===== config.mk =====
export PLATFORM = sky130hd
export DESIGN_NAME = engine_aux_output_controller_flat
export DESIGN_NICKNAME = d
export VERILOG_FILES = /design/src/rtl/eaoc_pkg.sv /design/src/rtl/eaoc_in_if.sv /design/src/rtl/eaoc_out_if.sv /design/src/rtl/engine_aux_output_controller.sv /design/src/rtl/eaoc_regs.sv /design/src/flat_wrapper.sv
export VERILOG_INCLUDE_DIRS = /design/src /design/src/rtl
export SDC_FILE = /design/constraint.sdc
export NUM_CORES = 1
export LEC_CHECK = 0
export BUFFER_PORTS_ARGS = -buffer_cell sky130_fd_sc_hd__buf_2
export CORE_ASPECT_RATIO = 0.5
export CORE_MARGIN = 4
export CORE_UTILIZATION = 55
export CTS_BUF_LIST = sky130_fd_sc_hd__clkbuf_16
export DETAILED_ROUTE_END_ITERATION = 8
export GPL_ROUTABILITY_DRIVEN = 0
export PLACE_DENSITY_LB_ADDON = 0.05
export SYNTH_ARGS = -nofsm -noshare
export SYNTH_HDL_FRONTEND = slang
export SYNTH_SLANG_ARGS = --single-unit

===== constraint.sdc =====
create_clock -name clk_i -period 6.2 [get_ports clk_i]
set_input_delay 1.86 -clock clk_i [delete_from_list [all_inputs] [get_ports clk_i]]
set_output_delay 1.86 -clock clk_i [all_outputs]
set_load 0.01 [all_outputs]

===== src/rtl/engine_aux_output_controller_assert.svh =====
// Assertion macros shared by the controller RTL.
`ifndef ENGINE_AUX_OUTPUT_CONTROLLER_ASSERT_SVH
`define ENGINE_AUX_OUTPUT_CONTROLLER_ASSERT_SVH

// same-cycle implication, sampled on clk_i, off during reset
`define EAOC_ASSERT_IMP(lbl, ante, cons) \
  lbl: assert property (@(posedge clk_i) disable iff (!rst_ni) (ante) |-> (cons)) \
    else $error("eaoc assertion failed");

// next-cycle implication
`define EAOC_ASSERT_NXT(lbl, ante, cons) \
  lbl: assert property (@(posedge clk_i) disable iff (!rst_ni) (ante) |=> (cons)) \
    else $error("eaoc assertion failed");

`endif


===== src/rtl/eaoc_pkg.sv =====
// Package: widths, register map, reset values and types of the aux output controller.
package eaoc_pkg;

  localparam int unsigned TickW  = 10;
  localparam int unsigned TempW  = 13;
  localparam int unsigned RpmW   = 14;
  localparam int unsigned TimeW  = 16;
  localparam int unsigned RunonW = 24;
  localparam int unsigned PprW   = 5;
  localparam int unsigned TachoW = 19;
  localparam int unsigned ProdW  = RpmW + PprW;
  localparam int unsigned Prod5W = ProdW + 3;
  localparam int unsigned DataW  = 32;
  localparam int unsigned AddrW  = 5;

  // floor(x/3) == (x * Div3Recip) >> Div3Shift for x < 2**Prod5W
  localparam int unsigned Div3Shift = Prod5W + 1;
  localparam logic [Prod5W-1:0] Div3Recip = Prod5W'((2 ** Div3Shift + 2) / 3);
  localparam int unsigned QuotW = 2 * Prod5W - Div3Shift;

  localparam logic [TimeW-1:0]  PrimeTimeRst = TimeW'(2000);
  localparam logic [TimeW-1:0]  GraceRst     = TimeW'(1000);
  localparam logic [TempW-1:0]  FanOnRst     = TempW'(3690);
  localparam logic [TempW-1:0]  FanOffRst    = TempW'(3630);
  localparam logic [RunonW-1:0] RunonRst     = RunonW'(120000);
  localparam logic [PprW-1:0]   PprRst       = PprW'(2);

  typedef enum logic [2:0] {
    REG_PRIME_TIME = 3'd0,
    REG_PUMP_GRACE = 3'd1,
    REG_FAN_ON     = 3'd2,
    REG_FAN_OFF    = 3'd3,
    REG_FAN_RUNON  = 3'd4,
    REG_TACHO_PPR  = 3'd5
  } reg_idx_e;

  typedef struct packed {
    logic [TimeW-1:0]  prime_time_ms;
    logic [TimeW-1:0]  pump_grace_ms;
    logic [TempW-1:0]  fan_on_dk;
    logic [TempW-1:0]  fan_off_dk;
    logic [RunonW-1:0] fan_runon_ms;
    logic [PprW-1:0]   tacho_ppr;
  } cfg_t;

endpackage


===== src/rtl/eaoc_in_if.sv =====
// Input channel: one control tick per request.
interface eaoc_in_if;
  logic                       valid;
  logic                       ready;
  logic [eaoc_pkg::TickW-1:0] tick_ms;
  logic                       crank_sync;
  logic [eaoc_pkg::TempW-1:0] coolant_dk;
  logic                       engine_running;
  logic [eaoc_pkg::RpmW-1:0]  engine_rpm;
  logic                       fault_present;

  modport source (output valid, tick_ms, crank_sync, coolant_dk, engine_running, engine_rpm,
                  fault_present, input ready);
  modport sink (input valid, tick_ms, crank_sync, coolant_dk, engine_running, engine_rpm,
                fault_present, output ready);
endinterface


===== src/rtl/eaoc_out_if.sv =====
// Output channel: switch states and tacho frequency per tick.
interface eaoc_out_if;
  logic                        valid;
  logic                        ready;
  logic                        pump_on;
  logic                        fan_on;
  logic                        lamp_on;
  logic [eaoc_pkg::TachoW-1:0] tacho_centihz;

  modport source (output valid, pump_on, fan_on, lamp_on, tacho_centihz, input ready);
  modport sink (input valid, pump_on, fan_on, lamp_on, tacho_centihz, output ready);
endinterface


===== src/rtl/engine_aux_output_controller.sv =====
// Top level: engine auxiliary output controller (pump, fan, lamp, tacho).
//
// in_i carries one control tick per request (tick_ms, crank_sync, coolant_dk,
// engine_running, engine_rpm, fault_present); out_o returns one request per
// tick with pump_on, fan_on, lamp_on and tacho_centihz, in tick order.
// Configuration goes through the APB-style port, registers at byte 4*index;
// write it only while no tick is in flight.
// Pipeline: input register, state update and rpm*ppr*5 product, then the
// divide by three (reciprocal multiply) and saturation into the output
// register. One tick is accepted every cycle while in_i.ready is high; the
// timer and fan state update in the middle stage is the only feedback path.
// Reset clears all timers, the prime flag and the fan state, empties the
// pipeline and loads the register defaults; the pump primes again.
// When out_o stalls, a result holds in the output register while the two
// stages before it keep filling; in_i.ready drops only once all are full.
module engine_aux_output_controller (
  input  logic                       clk_i,
  input  logic                       rst_ni,
  eaoc_in_if.sink                    in_i,
  eaoc_out_if.source                 out_o,
  input  logic                       psel,
  input  logic                       penable,
  input  logic                       pwrite,
  input  logic [eaoc_pkg::AddrW-1:0] paddr,
  input  logic [eaoc_pkg::DataW-1:0] pwdata,
  output logic [eaoc_pkg::DataW-1:0] prdata,
  output logic                       pready
);

  `include "engine_aux_output_controller_assert.svh"

  eaoc_pkg::cfg_t cfg;

  eaoc_regs u_regs (
    .clk_i   (clk_i),
    .rst_ni  (rst_ni),
    .psel    (psel),
    .penable (penable),
    .pwrite  (pwrite),
    .paddr   (paddr),
    .pwdata  (pwdata),
    .prdata  (prdata),
    .pready  (pready),
    .cfg_o   (cfg)
  );

  // handshake
  logic out_free, s2_free, s1_free, s2_move;
  logic s1_v_q, s2_v_q, out_v_q;

  assign out_free   = !out_v_q || out_o.ready;
  assign s2_free    = !s2_v_q || out_free;
  assign s1_free    = !s1_v_q || s2_free;
  assign s2_move    = s1_v_q && s2_free;
  assign in_i.ready = s1_free;

  // stage 1: input register
  logic [eaoc_pkg::TickW-1:0] dt_q;
  logic                       sync_q, run_q, fault_q;
  logic [eaoc_pkg::TempW-1:0] clt_q;
  logic [eaoc_pkg::RpmW-1:0]  rpm_q;

  always_ff @(posedge clk_i) begin
    if (in_i.valid && s1_free) begin
      dt_q    <= in_i.tick_ms;
      sync_q  <= in_i.crank_sync;
      clt_q   <= in_i.coolant_dk;
      run_q   <= in_i.engine_running;
      rpm_q   <= in_i.engine_rpm;
      fault_q <= in_i.fault_present;
    end
  end

  // stage 2: controller state and rpm*ppr*5 product
  logic                        primed_q, primed_d;
  logic [eaoc_pkg::TimeW-1:0]  prime_q, prime_d;
  logic [eaoc_pkg::TimeW-1:0]  nosync_q, nosync_d;
  logic                        fan_q, fan_d;
  logic [eaoc_pkg::RunonW-1:0] runon_q, runon_d;
  logic [eaoc_pkg::TimeW:0]    prime_sum, nosync_sum;
  logic [eaoc_pkg::RunonW:0]   runon_sum;
  logic                        pump_d, below_off;
  logic [eaoc_pkg::ProdW-1:0]  prod;
  logic [eaoc_pkg::Prod5W-1:0] prod5_d;

  always_comb begin
    prime_sum  = {1'b0, prime_q} + (eaoc_pkg::TimeW + 1)'(dt_q);
    nosync_sum = {1'b0, nosync_q} + (eaoc_pkg::TimeW + 1)'(dt_q);
    runon_sum  = {1'b0, runon_q} + (eaoc_pkg::RunonW + 1)'(dt_q);
    below_off  = clt_q < cfg.fan_off_dk;

    primed_d = primed_q;
    prime_d  = prime_q;
    nosync_d = nosync_q;
    pump_d   = 1'b0;
    if (!primed_q) begin
      prime_d  = prime_sum[eaoc_pkg::TimeW] ? '1 : prime_sum[eaoc_pkg::TimeW-1:0];
      pump_d   = 1'b1;
      primed_d = prime_d >= cfg.prime_time_ms;
    end
    if (primed_d) begin
      if (sync_q) begin
        nosync_d = '0;
      end else begin
        nosync_d = nosync_sum[eaoc_pkg::TimeW] ? '1 : nosync_sum[eaoc_pkg::TimeW-1:0];
      end
      pump_d = sync_q || (nosync_d < cfg.pump_grace_ms);
    end

    fan_d   = fan_q;
    runon_d = runon_q;
    if (clt_q > cfg.fan_on_dk) begin
      fan_d = 1'b1;
    end else if (below_off && run_q) begin
      fan_d = 1'b0;
    end
    if (run_q) begin
      runon_d = '0;
    end else if (fan_d) begin
      runon_d = runon_sum[eaoc_pkg::RunonW] ? '1 : runon_sum[eaoc_pkg::RunonW-1:0];
      if (runon_d > cfg.fan_runon_ms || below_off) begin
        fan_d = 1'b0;
      end
    end

    prod    = eaoc_pkg::ProdW'(rpm_q) * eaoc_pkg::ProdW'(cfg.tacho_ppr);
    prod5_d = {1'b0, prod, 2'b00} + eaoc_pkg::Prod5W'(prod);
  end

  logic                        pump_q, fan_s2_q, lamp_q;
  logic [eaoc_pkg::Prod5W-1:0] prod5_q;

  always_ff @(posedge clk_i) begin
    if (s2_move) begin
      pump_q   <= pump_d;
      fan_s2_q <= fan_d;
      lamp_q   <= fault_q;
      prod5_q  <= prod5_d;
    end
  end

  always_ff @(posedge clk_i or negedge rst_ni) begin
    if (!rst_ni) begin
      primed_q <= 1'b0;
      prime_q  <= '0;
      nosync_q <= '0;
      fan_q    <= 1'b0;
      runon_q  <= '0;
    end else if (s2_move) begin
      primed_q <= primed_d;
      prime_q  <= prime_d;
      nosync_q <= nosync_d;
      fan_q    <= fan_d;
      runon_q  <= runon_d;
    end
  end

  // stage 3: divide by three, saturate, output register
  logic [2*eaoc_pkg::Prod5W-1:0] recip_prod;
  logic [eaoc_pkg::QuotW-1:0]    quot;
  logic [eaoc_pkg::TachoW-1:0]   tacho_d;

  always_comb begin
    recip_prod = (2 * eaoc_pkg::Prod5W)'(prod5_q) * (2 * eaoc_pkg::Prod5W)'(eaoc_pkg::Div3Recip);
    quot       = recip_prod[2*eaoc_pkg::Prod5W-1:eaoc_pkg::Div3Shift];
    if (|quot[eaoc_pkg::QuotW-1:eaoc_pkg::TachoW]) begin
      tacho_d = '1;
    end else begin
      tacho_d = quot[eaoc_pkg::TachoW-1:0];
    end
  end

  always_ff @(posedge clk_i) begin
    if (out_free && s2_v_q) begin
      out_o.pump_on       <= pump_q;
      out_o.fan_on        <= fan_s2_q;
      out_o.lamp_on       <= lamp_q;
      out_o.tacho_centihz <= tacho_d;
    end
  end

  always_ff @(posedge clk_i or negedge rst_ni) begin
    if (!rst_ni) begin
      s1_v_q  <= 1'b0;
      s2_v_q  <= 1'b0;
      out_v_q <= 1'b0;
    end else begin
      if (s1_free) begin
        s1_v_q <= in_i.valid;
      end
      if (s2_free) begin
        s2_v_q <= s1_v_q;
      end
      if (out_free) begin
        out_v_q <= s2_v_q;
      end
    end
  end

  assign out_o.valid = out_v_q;

  `EAOC_ASSERT_NXT(a_primed_sticky, primed_q, primed_q)
  `EAOC_ASSERT_IMP(a_nosync_idle_while_priming, !primed_q, nosync_q == '0)
  `EAOC_ASSERT_NXT(a_runon_clear_when_running, s2_move && run_q, runon_q == '0)
  `EAOC_ASSERT_NXT(a_s2_drains_to_out, s2_v_q && out_free, out_v_q)

endmodule


===== src/rtl/eaoc_regs.sv =====
// APB-style configuration register file of the aux output controller.
module eaoc_regs (
  input  logic                       clk_i,
  input  logic                       rst_ni,
  input  logic                       psel,
  input  logic                       penable,
  input  logic                       pwrite,
  input  logic [eaoc_pkg::AddrW-1:0] paddr,
  input  logic [eaoc_pkg::DataW-1:0] pwdata,
  output logic [eaoc_pkg::DataW-1:0] prdata,
  output logic                       pready,
  output eaoc_pkg::cfg_t             cfg_o
);

  eaoc_pkg::cfg_t     cfg_q, cfg_d;
  eaoc_pkg::reg_idx_e idx;
  logic               wr_en;

  assign idx    = eaoc_pkg::reg_idx_e'(paddr[eaoc_pkg::AddrW-1:2]);
  assign wr_en  = psel && penable && pwrite;
  assign pready = 1'b1;
  assign cfg_o  = cfg_q;

  always_comb begin
    cfg_d = cfg_q;
    if (wr_en) begin
      case (idx)
        eaoc_pkg::REG_PRIME_TIME: cfg_d.prime_time_ms = pwdata[eaoc_pkg::TimeW-1:0];
        eaoc_pkg::REG_PUMP_GRACE: cfg_d.pump_grace_ms = pwdata[eaoc_pkg::TimeW-1:0];
        eaoc_pkg::REG_FAN_ON:     cfg_d.fan_on_dk     = pwdata[eaoc_pkg::TempW-1:0];
        eaoc_pkg::REG_FAN_OFF:    cfg_d.fan_off_dk    = pwdata[eaoc_pkg::TempW-1:0];
        eaoc_pkg::REG_FAN_RUNON:  cfg_d.fan_runon_ms  = pwdata[eaoc_pkg::RunonW-1:0];
        eaoc_pkg::REG_TACHO_PPR:  cfg_d.tacho_ppr     = pwdata[eaoc_pkg::PprW-1:0];
        default: ;
      endcase
    end
  end

  always_comb begin
    case (idx)
      eaoc_pkg::REG_PRIME_TIME: prdata = eaoc_pkg::DataW'(cfg_q.prime_time_ms);
      eaoc_pkg::REG_PUMP_GRACE: prdata = eaoc_pkg::DataW'(cfg_q.pump_grace_ms);
      eaoc_pkg::REG_FAN_ON:     prdata = eaoc_pkg::DataW'(cfg_q.fan_on_dk);
      eaoc_pkg::REG_FAN_OFF:    prdata = eaoc_pkg::DataW'(cfg_q.fan_off_dk);
      eaoc_pkg::REG_FAN_RUNON:  prdata = eaoc_pkg::DataW'(cfg_q.fan_runon_ms);
      eaoc_pkg::REG_TACHO_PPR:  prdata = eaoc_pkg::DataW'(cfg_q.tacho_ppr);
      default:                  prdata = '0;
    endcase
  end

  always_ff @(posedge clk_i or negedge rst_ni) begin
    if (!rst_ni) begin
      cfg_q.prime_time_ms <= eaoc_pkg::PrimeTimeRst;
      cfg_q.pump_grace_ms <= eaoc_pkg::GraceRst;
      cfg_q.fan_on_dk     <= eaoc_pkg::FanOnRst;
      cfg_q.fan_off_dk    <= eaoc_pkg::FanOffRst;
      cfg_q.fan_runon_ms  <= eaoc_pkg::RunonRst;
      cfg_q.tacho_ppr     <= eaoc_pkg::PprRst;
    end else begin
      cfg_q <= cfg_d;
    end
  end

endmodule

===== src/flat_wrapper.sv =====
// flat-port wrapper written by rule: the top's interface ports become plain ports
module engine_aux_output_controller_flat 
  (clk_i, rst_ni, psel, penable, pwrite, paddr, pwdata, prdata, pready, in_i_valid, in_i_tick_ms, in_i_crank_sync, in_i_coolant_dk, in_i_engine_running, in_i_engine_rpm, in_i_fault_present, in_i_ready, out_o_valid, out_o_pump_on, out_o_fan_on, out_o_lamp_on, out_o_tacho_centihz, out_o_ready);
  eaoc_in_if in_i_i ();
  eaoc_out_if out_o_i ();
  input  logic clk_i;
  input  logic rst_ni;
  input  logic psel;
  input  logic penable;
  input  logic pwrite;
  input  logic [eaoc_pkg::AddrW-1:0] paddr;
  input  logic [eaoc_pkg::DataW-1:0] pwdata;
  output logic [eaoc_pkg::DataW-1:0] prdata;
  output logic pready;
  input wire logic [$bits(in_i_i.valid)-1:0] in_i_valid;
  input wire logic [$bits(in_i_i.tick_ms)-1:0] in_i_tick_ms;
  input wire logic [$bits(in_i_i.crank_sync)-1:0] in_i_crank_sync;
  input wire logic [$bits(in_i_i.coolant_dk)-1:0] in_i_coolant_dk;
  input wire logic [$bits(in_i_i.engine_running)-1:0] in_i_engine_running;
  input wire logic [$bits(in_i_i.engine_rpm)-1:0] in_i_engine_rpm;
  input wire logic [$bits(in_i_i.fault_present)-1:0] in_i_fault_present;
  output wire logic [$bits(in_i_i.ready)-1:0] in_i_ready;
  output wire logic [$bits(out_o_i.valid)-1:0] out_o_valid;
  output wire logic [$bits(out_o_i.pump_on)-1:0] out_o_pump_on;
  output wire logic [$bits(out_o_i.fan_on)-1:0] out_o_fan_on;
  output wire logic [$bits(out_o_i.lamp_on)-1:0] out_o_lamp_on;
  output wire logic [$bits(out_o_i.tacho_centihz)-1:0] out_o_tacho_centihz;
  input wire logic [$bits(out_o_i.ready)-1:0] out_o_ready;
  assign in_i_i.valid = in_i_valid;
  assign in_i_i.tick_ms = in_i_tick_ms;
  assign in_i_i.crank_sync = in_i_crank_sync;
  assign in_i_i.coolant_dk = in_i_coolant_dk;
  assign in_i_i.engine_running = in_i_engine_running;
  assign in_i_i.engine_rpm = in_i_engine_rpm;
  assign in_i_i.fault_present = in_i_fault_present;
  assign in_i_ready = in_i_i.ready;
  assign out_o_valid = out_o_i.valid;
  assign out_o_pump_on = out_o_i.pump_on;
  assign out_o_fan_on = out_o_i.fan_on;
  assign out_o_lamp_on = out_o_i.lamp_on;
  assign out_o_tacho_centihz = out_o_i.tacho_centihz;
  assign out_o_i.ready = out_o_ready;
  engine_aux_output_controller u_core (.clk_i(clk_i), .rst_ni(rst_ni), .in_i(in_i_i), .out_o(out_o_i), .psel(psel), .penable(penable), .pwrite(pwrite), .paddr(paddr), .pwdata(pwdata), .prdata(prdata), .pready(pready));
endmodule

==> results.md, run 1 <==
* Status: finished, violations left
* Failing checks: negative setup slack
* Width of the chip at 305 um
* Final worst path period share at 1.06
* Final Hold Viols at 0
* Synthesized flop and latch total at 235
* Post-synth cell types at 84
* Post-Syn Area at 24300 um^2
* Clock Sinks at 235
* Setup violations, final at 19
* Initial antenna violation count at 1
* Global route overflow at 0
* CTS tree: built
* Hold Crit Class: reg2reg
* Largest net degree at the start of global routing at 65
* Slew of the pin with the lowest slew margin at 1.18 ns
* R2R Path End: u_core.out_o.tacho_centihz[15]
* Final TNS setup at -6.04 ns
* Setup ws final at -0.397 ns
* Synth top area share at 0.190
* GRT Total Usage at 0.250
* H-tree levels at 1
* Worst Path Arrival at 6.90 ns
* Reg area at 6360 um^2
* Ant. Diodes at 0
* Commonest cells in the netlist: inv_1 (461), ha_1 (368), fa_1 (211), nand2_1 (190), o21ai_0 (134)
* Synth area leaders: ha_1 (19%), fa_1 (17%), dfrtp_1 (12%)
* Critical path type: reg2reg
* Initial Util at 0.557
* Post-route ant nets at 0
* Area growth, synth to finish at 15.9%
* Count of final max-slew check failures at 0
* Vias in the first global route at 18100
* Via/cell ratio at 5.38
* Main synth FF type: dfrtp_1
* Max-cap violation count at 0
* Remaining DRCs at 0
* Die area at 47800 um^2
* Row Count at 54
* Fillers at 3620
* Share of cells above drive strength 1 at 0.185
* Post-Synthesis Cells at 2485
* Unrepaired setup endpoints after global routing: true
* Dpl ws at -0.531 ns
* Bufs on Longest Clock Path at 3
* Post-synth EDFFs at 87
* Syn avg cell area at 9.77 um^2
* Min Tclk post-route at 6.60 ns
* Clk slew on worst S/H paths at 0.07 ns
* Reg2reg path depth at 22
* Num ports at 141
* WHS Endpoint: u_core.lamp_q
* Critical R2R Launch: u_core.prod5_q[16]
* Total CTS buffers at 25
* Seq/Total Area, Yosys at 0.262
* Detailed router's first-iteration violation count at 1131
* Fmax at 152 MHz
* Rel. slew slack at 0.216
* DP HPWL at 48200 um
* CP Max Fanout at 4
* Count leader, synth: inv_1
* Buffers on Ports at 121
* Multi-input gate area at 16200 um^2
* Hold Crit Depth at 0
* Nature of the critical path startpoint: flip-flop
* CP required at 6.51 ns
* DRT Pass-1 Iters at 8
* Setup crit end kind: flip-flop
* Yosys top cell by area: ha_1
* DR WL/cell at 17.6 um
* Die H at 157 um
* R2r setup slk at -0.40 ns
* WL final at 59700 um
* Synth warnings at 0
* Final Skew at 0.0245 ns
* Nets at 3444
* First-pass GRT wire length at 95200 um
* Clock insertion delay at the later pin of the skew report at 0.57 ns
* Via count at 18200
* Clock root buffer master: clkbuf_16
* FFs w/ async S/R, synth at 0.630
* Core ar. at 43600 um^2
* Hold Startpoint: u_core.fault_q
how the worst max path moves through the flow:
stage / start / endpoint / slack [ns] / depth (start not counted)
after detailed placement: u_core.prod5_q[16] / u_core.out_o.tacho_centihz[15] / -0.53 / 23
after global placement: u_core.prod5_q[13] / u_core.out_o.tacho_centihz[15] / -0.39 / 21
after CTS: u_core.prod5_q[17] / u_core.out_o.tacho_centihz[15] / -0.33 / 22
final: u_core.prod5_q[16] / u_core.out_o.tacho_centihz[15] / -0.40 / 22
after floorplan: u_core.prod5_q[14] / u_core.out_o.tacho_centihz[15] / 0.001 / 20
after global routing: u_core.prod5_q[16] / u_core.out_o.tacho_centihz[17] / -0.64 / 22
critical path, stage by stage (launching register included):
cell and delay [ns]:
edfxtp_1 0.47, buf_6 0.17, ha_4 0.26, inv_2 0.04, fa_1 0.49, fa_2 0.55, inv_1 0.05, fa_1 0.53
fa_2 0.45, fa_1 0.49, inv_1 0.05, fa_1 0.52, inv_2 0.05, ha_4 0.25, and4_1 0.21, o211ai_1 0.18
nor3_2 0.22, o2111a_2 0.40, nor2_4 0.07, o21bai_4 0.23, a2bb2oi_2 0.15, and2_4 0.19, or3b_1 0.34
layer usage:
layer	up-vias	global-route usage	share of wire	wire length (um)
li1	8955	-	-	-
met1	8881	0.354	0.47	28100
met2	323	0.416	0.46	27700
met3	85	0.0292	0.040	2420
met4	0	0.0555	0.023	1380
met5	-	0	0	0
what timing repair did:
| item | 4_1_cts | 5_1_grt |
|---|---|---|
| gates cloned | 0 | 2 |
| endpoints found under the hold margin | 0 | 0 |
| setup buffers | 10 | 16 |
| hold buffers | 0 | 0 |
| pin swaps | 34 | 30 |
| resized for setup | 18 | 48 |
| setup endpoints to repair | 19 | 23 |
cell usage in the layout (no fill, tap or decap), drive strengths merged, types with 34 or more instances in the layout:
master,count
edfxtp,87
mux2,43
ha,368
a21o,59
buf,325
nor2,100
xnor2,50
nand2,190
and2,53
fa,211
inv,470
a21oi,109
o21ai,141
dfrtp,114
nor3,37
dfstp,34
stage by stage:
stage	cell area (um^2)	utilization	hold WS [ns]	cells
after floorplan	24400	-	0.400	2492
after global placement	26800	0.615	0.402	3314
after detailed placement	26800	0.615	0.406	3314
after CTS	27800	0.638	0.417	3370
after global routing	28100	0.646	0.427	3388
final	28100	0.646	0.414	3388
registers in the layout (all words and copies together), names as in the netlist, 10 cells and up:
register,cells
u_core.rpm_q,14
u_core.prod5_q,22
u_core.out_o.tacho_centihz,19
u_core.u_regs.cfg_o,87
u_core.clt_q,13
u_core.dt_q,10
u_core.nosync_q,16
u_core.runon_q,24
u_core.prime_q,16
cells by family (layout without fill, tap and decap cells):
group | Yosys count | count (layout) | share of synthesized area
other | 2 | 9 | 0.000309
AOI/OAI and AO/OA | 483 | 483 | 0.128
buffers and inverters | 526 | 834 | 0.0834
adders and majority gates | 579 | 579 | 0.364
DFF | 235 | 235 | 0.262
xor gates and xnor gates | 73 | 73 | 0.0263
and+or+nand+nor | 517 | 517 | 0.102
muxes | 70 | 70 | 0.0342
cell type report:
type,instances,share of cell area
inverter,461,0.0615
clock inverter,21,0.00698
clock buffer,25,0.0222
tap,588,0.0262
multi-input combinational,1731,0.578
timing repair buffer,327,0.0795
sequential,235,0.226
Power of run 1 is not shown: default switching activity piles up to over one toggle a cycle in this logic, so the estimate is an artifact.
==> run 2: changes to the inputs <==
SKIP_LAST_GASP = 1   (was not set)
==> results.md, run 2 (synthesis gave the netlist of run 1 again) <==
* Initial Util at 0.557 (unchanged)
* WL final at 59600 um (-0.12%)
* Global route overflow at 0 (unchanged)
* Max reg flops at 87 (unchanged)
* Failing checks: negative setup slack
* Critical R2R Launch: u_core.prod5_q[16]
* Total CTS buffers at 25 (unchanged)
* Num ports at 141 (unchanged)
* Hold Crit Depth at 0 (unchanged)
* Area growth, synth to finish at 15.8% (about the same)
* Via/cell ratio at 5.36 (-0.49%)
* Setup crit end kind: flip-flop
* Final Hold Viols at 0 (unchanged)
* Hold Worst Slack at 0.415 ns (+0.00100 ns)
* Unrepaired setup endpoints after global routing: true
* Status: finished, violations left
* Min Tclk post-route at 6.60 ns (+0.00155 ns)
* GRT Total Usage at 0.250 (unchanged)
* Slowest stage delay, CP at 0.56 ns (about the same)
* H-tree levels at 1 (unchanged)
* Fmax at 152 MHz (about the same)
* CP required at 6.51 ns (about the same)
* Clock insertion delay at the later pin of the skew report at 0.57 ns (about the same)
* Final worst path period share at 1.06 (about the same)
* DR WL/cell at 17.6 um (about the same)
* Die H at 157 um (unchanged)
* R2R Path End: u_core.out_o.tacho_centihz[15]
* Hold Crit Class: reg2reg
* Clock Sinks at 235 (unchanged)
* Most frequent cells in the layout: inv_1 (456), ha_1 (354), fa_1 (206)
* Share of cells above drive strength 1 at 0.186 (+0.000490)
* DP HPWL at 48200 um (unchanged)
* # hold bufs at CTS at 0 (unchanged)
* Width of the chip at 305 um (unchanged)
* Detailed router's first-iteration violation count at 1185 (+4.8%)
* WHS Endpoint: u_core.lamp_q
* Row Count at 54 (unchanged)
* Via count at 18100 (-0.55%)
* Hold Startpoint: u_core.fault_q
* Bufs on Longest Clock Path at 3 (unchanged)
* Remaining DRCs at 0 (unchanged)
* Initial antenna violation count at 1 (unchanged)
* CP Max Fanout at 4 (unchanged)
* Worst Path Buf+Inv at 5 (unchanged)
* DRT Pass-1 Iters at 5 (-3)
* Critical path type: reg2reg
* Nature of the critical path startpoint: flip-flop
* Cell family with most CP delay: adder cells
* Max-cap violation count at 0 (unchanged)
* Buffers on Ports at 121 (unchanged)
* Reg2reg path depth at 22 (unchanged)
* Nets at 3442 (-0.058%)
* Ant. Diodes at 0 (unchanged)
* Setup violations, final at 19 (unchanged)
* First-pass GRT wire length at 95200 um (unchanged)
* Largest net degree at the start of global routing at 65 (unchanged)
* Final Skew at 0.0222 ns (-0.00225 ns)
* CTS tree: built
* Vias in the first global route at 18100 (unchanged)
* Slew of the pin with the lowest slew margin at 1.13 ns (-0.0421 ns)
* Clk slew on worst S/H paths at 0.07 ns (about the same)
* Post-route ant nets at 0 (unchanged)
* Slowest-stage cell, CP: fa_2
* Count of final max-slew check failures at 0 (unchanged)
* Clock root buffer master: clkbuf_16
* Die area at 47800 um^2 (unchanged)
* R2r setup slk at -0.40 ns (about the same)
* Worst Path Arrival at 6.91 ns (about the same)
* Leading cell type in the layout, fill and taps excluded: inv_1
* Setup ws final at -0.399 ns (-0.00155 ns)
* Critical path cell sequence: buf_6, ha_4, inv_2, fa_1, fa_2, inv_2, fa_1, fa_2, fa_1, inv_2, fa_1, inv_2, ha_4, and4_1, o211ai_1, nor3_2, o2111a_2, nor2_4, o21bai_4, a2bb2oi_2, and2_4, or3b_1
* Rel. slew slack at 0.244 (+0.0280)
* Core ar. at 43600 um^2 (unchanged)
run 2: cell types whose count changed in the layout (fill, tap and decap cells not counted):
cell | previous run | this run
fa_1 | 207 | 206
inv_2 | 9 | 11
buf_4 | 195 | 193
fa_2 | 4 | 5
inv_1 | 458 | 456
run 2: worst register-to-register path, cell delays in order (launching register included):
cell and delay (ns):
edfxtp_1 0.47, buf_6 0.17, ha_4 0.27, inv_2 0.04, fa_1 0.49, fa_2 0.56
inv_2 0.04, fa_1 0.53, fa_2 0.45, fa_1 0.51, inv_2 0.04, fa_1 0.51
inv_2 0.05, ha_4 0.25, and4_1 0.22, o211ai_1 0.18, nor3_2 0.22, o2111a_2 0.40
nor2_4 0.07, o21bai_4 0.22, a2bb2oi_2 0.15, and2_4 0.20, or3b_1 0.34
run 2: per-layer routing:
metal  GRT usage  vias up  share of wire
met5           0        -              0
met1       0.354     8812           0.48
met2       0.416      304           0.46
met4      0.0555        0          0.022
li1            -     8949              -
met3      0.0292       79          0.038
run 2: cell type report:
| cell class | instances | area (um^2) |
|---|---|---|
| clock buffer | 25 | 626 |
| fill | 3623 | 15500 |
| timing repair buffer | 325 | 2220 |
| tap | 588 | 736 |
| inverter | 461 | 1730 |
| sequential | 235 | 6360 |
| clock inverter | 21 | 196 |
| multi-input combinational | 1731 | 16200 |
run 2: worst max path at each step:
stage / startpoint / to / cells past startpoint
after floorplan: u_core.prod5_q[14] / u_core.out_o.tacho_centihz[15] / 20
after global placement: u_core.prod5_q[13] / u_core.out_o.tacho_centihz[15] / 21
after detailed placement: u_core.prod5_q[16] / u_core.out_o.tacho_centihz[15] / 23
after CTS: u_core.prod5_q[13] / u_core.out_o.tacho_centihz[15] / 21
after global routing: u_core.prod5_q[16] / u_core.out_o.tacho_centihz[17] / 22
final: u_core.prod5_q[16] / u_core.out_o.tacho_centihz[15] / 22
run 2: stage by stage:
step                setup TNS (ns)  std cells   util  setup slack, ns  area, um^2
floorplan                        0       2492      -          0.00147       24400
global placement             -4.10       3314  0.615           -0.393       26800
detailed placement           -6.62       3314  0.615           -0.531       26800
CTS                          -4.16       3370  0.638           -0.331       27800
global route                 -9.71       3386  0.645           -0.597       28100
finish                       -6.00       3386  0.645           -0.399       28100
run 2: repair_timing:
item / 4_1_cts / 5_1_grt
setup buffers: 10 / 14
cloned: 0 / 2
resized for setup: 17 / 52
pin swaps: 34 / 31
endpoints found under the setup margin: 19 / 23
Power of run 2 is left out for the same reason.
